===== src/hw/rtl/ssid_pkg.sv =====
package ssid_pkg;

    localparam int unsigned KEY_W    = 32;
    localparam int unsigned STATUS_W = 2;
    localparam int unsigned COUNT_W  = 5;
    localparam int unsigned M_DATA_W = 8;

    localparam logic CMD_INSERT = 1'b0;
    localparam logic CMD_DELETE = 1'b1;

    localparam logic [STATUS_W-1:0] STATUS_DONE    = 2'd0;
    localparam logic [STATUS_W-1:0] STATUS_DUP     = 2'd1;
    localparam logic [STATUS_W-1:0] STATUS_MISSING = 2'd2;
    localparam logic [STATUS_W-1:0] STATUS_FULL    = 2'd3;

    typedef struct packed {
        logic cmp;
        logic ins;
        logic del;
    } ssid_ctl_t;

endpackage


===== src/hw/rtl/ssid_cell.sv =====
module ssid_cell (
    input  logic                             aclk,
    input  ssid_pkg::ssid_ctl_t              ctl,
    input  logic                             in_use,
    input  logic [ssid_pkg::KEY_W-1:0]       probe,
    input  logic [ssid_pkg::KEY_W-1:0]       key,
    input  logic [ssid_pkg::KEY_W-1:0]       left_entry,
    input  logic [ssid_pkg::KEY_W-1:0]       right_entry,
    input  logic                             left_lt,
    output logic [ssid_pkg::KEY_W-1:0]       entry,
    output logic                             lt,
    output logic                             eq
);
    import ssid_pkg::*;

    logic [KEY_W-1:0] entry_reg;
    logic [KEY_W-1:0] entry_next;
    logic             lt_reg;
    logic             eq_reg;

    always_comb begin
        entry_next = entry_reg;
        if (ctl.ins && !lt_reg) begin
            entry_next = left_lt ? key : left_entry;
        end else if (ctl.del && !lt_reg) begin
            entry_next = right_entry;
        end
    end

    always_ff @(posedge aclk) begin
        entry_reg <= entry_next;
        if (ctl.cmp) begin
            lt_reg <= in_use && ($signed(entry_reg) < $signed(probe));
            eq_reg <= in_use && (entry_reg == probe);
        end
    end

    assign entry = entry_reg;
    assign lt    = lt_reg;
    assign eq    = eq_reg;

endmodule


===== src/hw/rtl/sorted_set_insert_delete_core.sv =====
// Each accepted command item moves the sequencer to the apply step, which registers the
// result item and blocks new items; all cells compare on the accept edge, and in the apply
// step the entries from the insert or delete point onward shift by one place. The apply
// step waits while an unaccepted result still holds the output register.
// Reset (aresetn low, synchronous): clears the count, the sequencer and the output valid;
// stored values are left as they are and are read only after being written.
module sorted_set_insert_delete_core #(
    parameter int unsigned CAPACITY = 16
) (
    input  logic                               aclk,
    input  logic                               aresetn,
    input  logic                               s_tvalid,
    output logic                               s_tready,
    input  logic [ssid_pkg::KEY_W-1:0]         s_tdata,  // [31:0] value
    input  logic                               s_tuser,  // [0] command
    output logic                               m_tvalid,
    input  logic                               m_tready,
    output logic [ssid_pkg::M_DATA_W-1:0]      m_tdata   // [1:0] status, [6:2] count
);
    import ssid_pkg::*;

    localparam int unsigned CW = $clog2(CAPACITY + 1);

    localparam logic S_IDLE  = 1'b0;
    localparam logic S_APPLY = 1'b1;

    logic                 state_reg;
    logic                 state_next;
    logic [CW-1:0]        count_reg;
    logic [CW-1:0]        count_next;
    logic                 cmd_reg;
    logic [KEY_W-1:0]     value_reg;
    logic                 m_valid_reg;
    logic [STATUS_W-1:0]  m_status_reg;
    logic [COUNT_W-1:0]   m_count_reg;
    logic [STATUS_W-1:0]  status_next;
    logic [CW+COUNT_W-1:0] count_wide;

    logic [KEY_W-1:0]     ent [CAPACITY];
    logic [CAPACITY-1:0]  lt_vec;
    logic [CAPACITY-1:0]  eq_vec;
    ssid_ctl_t            ctl;

    logic accept;
    logic advance;
    logic hit;
    logic full;
    logic do_ins;
    logic do_del;

    assign s_tready = (state_reg == S_IDLE);
    assign accept   = s_tvalid && s_tready;
    assign advance  = (state_reg == S_APPLY) && (!m_valid_reg || m_tready);
    assign hit      = |eq_vec;
    assign full     = (count_reg == CW'(CAPACITY));
    assign do_ins   = advance && (cmd_reg == CMD_INSERT) && !hit && !full;
    assign do_del   = advance && (cmd_reg == CMD_DELETE) && hit;

    assign ctl = '{cmp: accept, ins: do_ins, del: do_del};

    for (genvar i = 0; i < CAPACITY; i++) begin : g_cell
        logic [KEY_W-1:0] left_e;
        logic [KEY_W-1:0] right_e;
        logic             left_l;
        if (i == 0) begin : g_first
            assign left_e = value_reg;
            assign left_l = 1'b1;
        end else begin : g_mid
            assign left_e = ent[i-1];
            assign left_l = lt_vec[i-1];
        end
        if (i == CAPACITY - 1) begin : g_last
            assign right_e = value_reg;
        end else begin : g_inner
            assign right_e = ent[i+1];
        end
        ssid_cell u_cell (
            .aclk        (aclk),
            .ctl         (ctl),
            .in_use      (CW'(i) < count_reg),
            .probe       (s_tdata),
            .key         (value_reg),
            .left_entry  (left_e),
            .right_entry (right_e),
            .left_lt     (left_l),
            .entry       (ent[i]),
            .lt          (lt_vec[i]),
            .eq          (eq_vec[i])
        );
    end

    always_comb begin
        count_next  = count_reg;
        status_next = STATUS_DONE;
        if (cmd_reg == CMD_INSERT) begin
            if (hit) begin
                status_next = STATUS_DUP;
            end else if (full) begin
                status_next = STATUS_FULL;
            end else begin
                count_next = count_reg + CW'(1);
            end
        end else begin
            if (hit) begin
                count_next = count_reg - CW'(1);
            end else begin
                status_next = STATUS_MISSING;
            end
        end
    end

    assign count_wide = {{COUNT_W{1'b0}}, count_next};

    always_comb begin
        state_next = state_reg;
        case (state_reg)
            S_IDLE: begin
                if (accept) begin
                    state_next = S_APPLY;
                end
            end
            S_APPLY: begin
                if (advance) begin
                    state_next = S_IDLE;
                end
            end
            default: state_next = S_IDLE;
        endcase
    end

    always_ff @(posedge aclk) begin
        if (!aresetn) begin
            state_reg   <= S_IDLE;
            count_reg   <= '0;
            m_valid_reg <= 1'b0;
        end else begin
            state_reg <= state_next;
            if (advance) begin
                count_reg   <= count_next;
                m_valid_reg <= 1'b1;
            end else if (m_tready) begin
                m_valid_reg <= 1'b0;
            end
        end
    end

    always_ff @(posedge aclk) begin
        if (accept) begin
            cmd_reg   <= s_tuser;
            value_reg <= s_tdata;
        end
        if (advance) begin
            m_status_reg <= status_next;
            m_count_reg  <= count_wide[COUNT_W-1:0];
        end
    end

    assign m_tvalid = m_valid_reg;
    assign m_tdata  = {1'b0, m_count_reg, m_status_reg};

`ifndef SYNTH
    a_count_bound: assert property (@(posedge aclk) disable iff (!aresetn)
        count_reg <= CW'(CAPACITY))
        else $error("count exceeds capacity");

    a_single_match: assert property (@(posedge aclk) disable iff (!aresetn)
        (state_reg == S_APPLY) |-> $onehot0(eq_vec))
        else $error("more than one cell matches");

    a_sorted_row: assert property (@(posedge aclk) disable iff (!aresetn)
        (state_reg == S_APPLY) |-> (((lt_vec >> 1) & ~lt_vec) == '0))
        else $error("less-than flags not contiguous");

    a_result_source: assert property (@(posedge aclk) disable iff (!aresetn)
        $rose(m_tvalid) |-> $past(state_reg == S_APPLY))
        else $error("result without apply step");
`endif

endmodule

===== config.mk =====
export PLATFORM = sky130hd
export DESIGN_NAME = sorted_set_insert_delete_core
export DESIGN_NICKNAME = d
export VERILOG_FILES = /design/src/hw/rtl/ssid_pkg.sv /design/src/hw/rtl/ssid_cell.sv /design/src/hw/rtl/sorted_set_insert_delete_core.sv
export SDC_FILE = /design/constraint.sdc
export NUM_CORES = 2
export LEC_CHECK = 0
export BUFFER_PORTS_ARGS = -buffer_cell sky130_fd_sc_hd__buf_2
export CAP_MARGIN = 0
export CORE_MARGIN = 2
export CORE_UTILIZATION = 30
export CTS_CLUSTER_DIAMETER = 80
export CTS_CLUSTER_SIZE = 25
export DETAILED_ROUTE_END_ITERATION = 12
export HOLD_SLACK_MARGIN = 0.08
export PLACE_DENSITY = 0.42
export SLEW_MARGIN = 20
export SYNTH_ARGS = -nofsm -noshare
export SYNTH_HDL_FRONTEND = slang
export SYNTH_HIERARCHICAL = 1
export SYNTH_SLANG_ARGS = --single-unit

===== constraint.sdc =====
create_clock -name aclk -period 8.47 [get_ports aclk]
set_input_delay 2.541 -clock aclk [delete_from_list [all_inputs] [get_ports aclk]]
set_output_delay 2.541 -clock aclk [all_outputs]
set_load 0.02 [all_outputs]

After elaboration in Yosys (flattened, before gate mapping)
Cells that the tools add are included.

Register bits after elaboration: 591. Bits of input ports: 37. Output and inout bits: 10. Logic and storage cells: 277.

Add/subtract/negate cells: 2. Magnitude comparators: 32. Equality and inequality tests: 17. Mux-type cells: 60. Bitwise operators: 2. Reduce and logical (&&, ||, !) cells: 109.

Operators with widths (number): 32-bit 2-to-1 mux (47); 32-bit == test (16); 32-bit < comparator (16); 1-bit logical AND (71); 4-bit by 5-bit < comparator with 1-bit output, first input constant (8); 2-bit nonzero test (17); 3-bit by 5-bit < comparator with 1-bit output, first input constant (4); 5-bit 2-to-1 mux (4); 1-bit zero test (19); 16-bit OR reduction (1); 1-bit by 5-bit < comparator with 1-bit output, first input constant (2); 2-bit by 5-bit < comparator with 1-bit output, first input constant (2); 2-bit 2-to-1 mux (4); 5-bit by 1-bit adder with 5-bit output, second input constant (1); 5-bit == test, second input constant (1); 5-bit by 1-bit subtractor with 5-bit output, second input constant (1); 1-bit 2-to-1 mux (4); 1-bit NOT (2); 1-bit one-hot mux with 2 select lines (1); 1-bit logical OR (1).

Logic depth before layout (Yosys ltp)
Depth after elaboration: 8. Mapped depth: 11. Depth with buffers taken out: 8.

Cells and area by module
Netlist, hierarchy kept.

Modules (own cells, without submodules): ssid_cell at g_cell[0].u_cell ... (instances 15, cells an instance 259, area an instance 2553.7 um^2); ssid_cell at g_cell[14].u_cell (instances 1, cells an instance 256, area an instance 2504.9 um^2); sorted_set_insert_delete_core (instances 1, cells an instance 157, area an instance 2075.7 um^2).

Least setup slack after synthesis
OpenSTA, ideal clock, no wires.

Path type: input port to flip-flop. From: in s_tvalid. To: reg cmd_reg (enable). Library setup time: 0.496 ns. Arrival: 5.398 ns. Data required time: 7.974 ns. Slack: 2.576 ns. Stages on the path: 1. Path buffers: 0. Cells stage by stage: nor2b_1.

Word-level cells in the longest chain between the ends: 1.

RTL lines: start, declared (RTL line sorted_set_insert_delete_core.sv:12) `input logic s_tvalid,`; 1-bit logical AND (RTL line sorted_set_insert_delete_core.sv:52) `assign accept = s_tvalid && s_tready;`; end signal, assigned (RTL line sorted_set_insert_delete_core.sv:149) `cmd_reg <= s_tuser;`; end, declared (RTL line sorted_set_insert_delete_core.sv:31) `logic cmd_reg;`.

Every way passes these cells. A chain may end at the register's enable or synchronous reset.

Worst setup path after layout
From: in m_tready. To: reg g_cell[14].u_cell.entry_reg[21] (enable).

Word-level cells in the longest chain between the ends: 7.

RTL lines: start, declared (RTL line sorted_set_insert_delete_core.sv:17) `input logic m_tready,`; 1-bit logical OR (*) (RTL line sorted_set_insert_delete_core.sv:53) `assign advance = (state_reg == S_APPLY) && (!m_valid_reg || m_tready);`; 1-bit logical AND (*) (RTL line sorted_set_insert_delete_core.sv:53); via advance (RTL line sorted_set_insert_delete_core.sv:45) `logic advance;`; 1-bit logical AND (3 in series) (RTL line sorted_set_insert_delete_core.sv:56) `assign do_ins = advance && (cmd_reg == CMD_INSERT) && !hit && !full;`; 1-bit logical AND (RTL line ssid_cell.sv:23) `if (ctl.ins && !lt_reg) begin`; 2-bit nonzero test (no source line) (*); end signal, assigned (RTL line ssid_cell.sv:31) `entry_reg <= entry_next;`; end, declared (RTL line ssid_cell.sv:16) `logic [KEY_W-1:0] entry_reg;`.

The timed path passes the listed nets; every way through them passes the cells marked *.

==> metrics.txt <==
result of the run complete, no violations; slew of the pin with the lowest slew margin 1.04 ns; placed instance area 45,100 um^2; kind of start point of the critical path input port; RSZ-0062 raised after global routing false; Post-Syn Instances 4,298; Data arrival, critical path 5.01 ns; clock tree from TritonCTS yes; classification of the worst-slack hold path reg2reg; average routed wire per standard cell 20.5 um; Setup Slack @ Placement 2.96 ns; Final Wtd Congestion 0.807; share of synthesized registers carrying an async set or reset 0%; starting density of the core 30.3%; post-synthesis area per instance 9.98 um^2; clock latency at the later pin of the worst-skew pair 0.66 ns; H-tree depth 2; Num Clock Sinks 591; kind of critical path in2reg; max-capacitance violation count 0; number of max-slew violations in the final report 0; final-layout fill cell count 14,575; Post-synth EDFFs 584; Clock Skew 0.0399 ns; Final Hold Vio Count 0; flip-flop count of the largest register after layout 512; Warnings, synthesis 6; Post-Syn Nets 4,851; clk root buf sky130_fd_sc_hd__clkbuf_16; Syn-to-layout area delta 9.36%; total CTS buffers 46; Core ar. 142,000 um^2; ANT cells 0; share of layout cells above drive strength 1 7.69%; setup total negative slack 0 ns; leak pwr 20.8 nW; sequential share of the synthesized area 41.2%; count of unresolved DRC violations after routing 0; num ports 47; post-layout minimum cycle time 4.75 ns; peak fanout along the critical path 32; netlist area before placement 42,900 um^2; die area 146,000 um^2; timing-limited maximum frequency 0.210 GHz; number of buffers inserted by post-CTS setup repair 0; slack of the worst reg-to-reg path 4.53 ns; Clock Tree Buf Depth 3; pin count of the biggest net entering global routing 65; pwr dens 149 nW/um^2; IO Port Bufs 45; GRT Resource Usage Total 17.1%; Total Wirelength 126,000 um; endpoints failing setup 0; global-route wire length before repair 191,000 um; period utilization 56.1%; Via Count 30,016; via count of the first global-routing pass 29,646; half-perimeter wire length after detailed placement 100,000 um; post-cts hold buffer count 0; ys flop type sky130_fd_sc_hd__edfxtp_1; initial antenna violation count 1; total gr overflow 0; Max rail drop VDD 0.000134 V; number of vias per cell 4.87; die height 382 um; FF+latch count, synth 591; antenna violation net count after detailed routing 0; DRC marker count from the first detailed-route iteration 1,830; horizontal die dimension 382 um; required time worst endpoint 8.73 ns; clock-pin slew on the worst setup and hold paths 0.08 ns; total number of placement rows 138; number of nets in the layout 4,794; type of element capturing the critical path flop; first drt pass iteration count 5; max-slew headroom at the worst pin 30.6%; final instance area 46,900 um^2; count of cells resized by post-cts repair 0; min setup slack post-route 3.72 ns; distinct cell type count after synthesis 54
==> path summary, 6_finish.rpt <==
| kind | endpoint | start | cells past startpoint |
|---|---|---|---|
| max | g_cell[14].u_cell/entry[21] | m_tready | 7 |
| min | m_tvalid | m_tvalid | 2 |
| max reg2reg | g_cell[15].u_cell/entry[22] | count_reg[1] | 9 |
| min reg2reg | m_tvalid | m_tvalid | 2 |
==> final cells by class <==
| class | instances | area (um^2) | share of cell area (%) |
|---|---|---|---|
| Inverter | 520 | 1950 | 4.16 |
| Sequential cell | 591 | 17700 | 37.7 |
| Timing Repair Buffer | 83 | 563 | 1.20 |
| Clock buffer | 51 | 1230 | 2.63 |
| Tap cell | 1890 | 2360 | 5.04 |
| Multi-Input combinational cell | 2999 | 22700 | 48.3 |
| Clock inverter | 34 | 440 | 0.939 |
==> metal layers <==
layer  wire length (um)  up-vias  global-route usage (%)
met5                  0        -                       0
met4               2700        0                    4.07
met3               3860      103                    1.47
met2              53000      453                    25.4
met1              66700    14139                    26.3
li1                   -    15321                       -
==> synth_stat cells, drive strengths merged, types with 16 or more instances <==
| cell | number | share of area [%] |
|---|---|---|
| nand2 | 632 | 5.5 |
| o21bai | 17 | 0.43 |
| buf | 79 | 0.93 |
| ha | 516 | 15 |
| nor4 | 22 | 0.71 |
| nor2b | 17 | 0.25 |
| a31oi | 16 | 0.23 |
| nand4 | 81 | 2.2 |
| nor2 | 73 | 0.64 |
| nand2b | 20 | 0.29 |
| edfxtp | 584 | 41 |
| a21boi | 18 | 0.32 |
| clkbuf | 109 | 0.96 |
| inv | 520 | 4.6 |
| o21ai | 615 | 7.2 |
| o31ai | 16 | 0.28 |
| a21o | 36 | 0.67 |
| a21oi | 178 | 2.1 |
| mux2i | 528 | 12 |
| nand3 | 22 | 0.26 |
| and4 | 51 | 1.0 |
| a211oi | 48 | 0.84 |
==> layout by cell type (no fill, tap or decap), types with 10 or more instances in the layout <==
cell type                   count
sky130_fd_sc_hd__nand2_1      632
sky130_fd_sc_hd__edfxtp_1     584
sky130_fd_sc_hd__mux2i_1      528
sky130_fd_sc_hd__inv_1        520
sky130_fd_sc_hd__ha_1         516
sky130_fd_sc_hd__o21ai_0      405
sky130_fd_sc_hd__o21ai_1      210
sky130_fd_sc_hd__a21oi_1      177
sky130_fd_sc_hd__nor2_1        56
sky130_fd_sc_hd__and4_1        51
sky130_fd_sc_hd__clkbuf_16     49
sky130_fd_sc_hd__a211oi_1      48
sky130_fd_sc_hd__buf_2         45
sky130_fd_sc_hd__nand4_1       35
sky130_fd_sc_hd__buf_4         35
sky130_fd_sc_hd__nand4_2       30
sky130_fd_sc_hd__nand3_1       22
sky130_fd_sc_hd__a21o_1        21
sky130_fd_sc_hd__a21boi_0      18
sky130_fd_sc_hd__nand4_4       16
sky130_fd_sc_hd__a31oi_1       16
sky130_fd_sc_hd__o31ai_1       16
sky130_fd_sc_hd__nor2_4        16
sky130_fd_sc_hd__nor2b_1       16
sky130_fd_sc_hd__nor4_2        15
sky130_fd_sc_hd__nor4b_2       15
sky130_fd_sc_hd__and2b_2       15
sky130_fd_sc_hd__or2b_1        15
sky130_fd_sc_hd__o211a_1       15
sky130_fd_sc_hd__a21o_2        15
sky130_fd_sc_hd__o21bai_2      15
sky130_fd_sc_hd__nand2b_4      10
==> per-stage QoR <==
| stage | total power, mW | util, % | instances | hold WS [ns] |
|---|---|---|---|---|
| after floorplan | 4.16 | - | 4298 | 0.518 |
| after global placement | 4.50 | 31.8 | 6080 | 0.509 |
| after detailed placement | 4.53 | 31.8 | 6081 | 0.515 |
| after CTS | 7.11 | 33.0 | 6166 | 0.527 |
| after global routing | 7.33 | 33.1 | 6168 | 0.565 |
| final | 7.00 | 33.1 | 6168 | 0.525 |
==> kinds of logic after synthesis <==
kind of cell               Yosys count  synth area share [%]
AOI/OAI and AO/OA                  973                  12.7
adders and majority gates          516                  15.1
buffers and inverters              708                  6.44
other                                2                0.0175
and+or+nand+nor                    978                  12.2
muxes                              528                  12.3
xor gates and xnor gates             2                0.0409
DFF                                591                  41.2
==> power breakdown <==
group / internal [mW] / switching (mW)
clock: 1.26 / 1.29
sequential: 3.30 / 0.150
combinational: 0.395 / 0.605
==> critical path, stage by stage <==
cell and delay (ns):
sky130_fd_sc_hd__buf_2 0.07, sky130_fd_sc_hd__nand2b_1 0.11, sky130_fd_sc_hd__nand2_1 0.12, sky130_fd_sc_hd__inv_1 0.38
sky130_fd_sc_hd__and3_2 0.75, sky130_fd_sc_hd__nor2_1 0.16, sky130_fd_sc_hd__nor2_4 0.80
(Power assumes the default switching activity.)
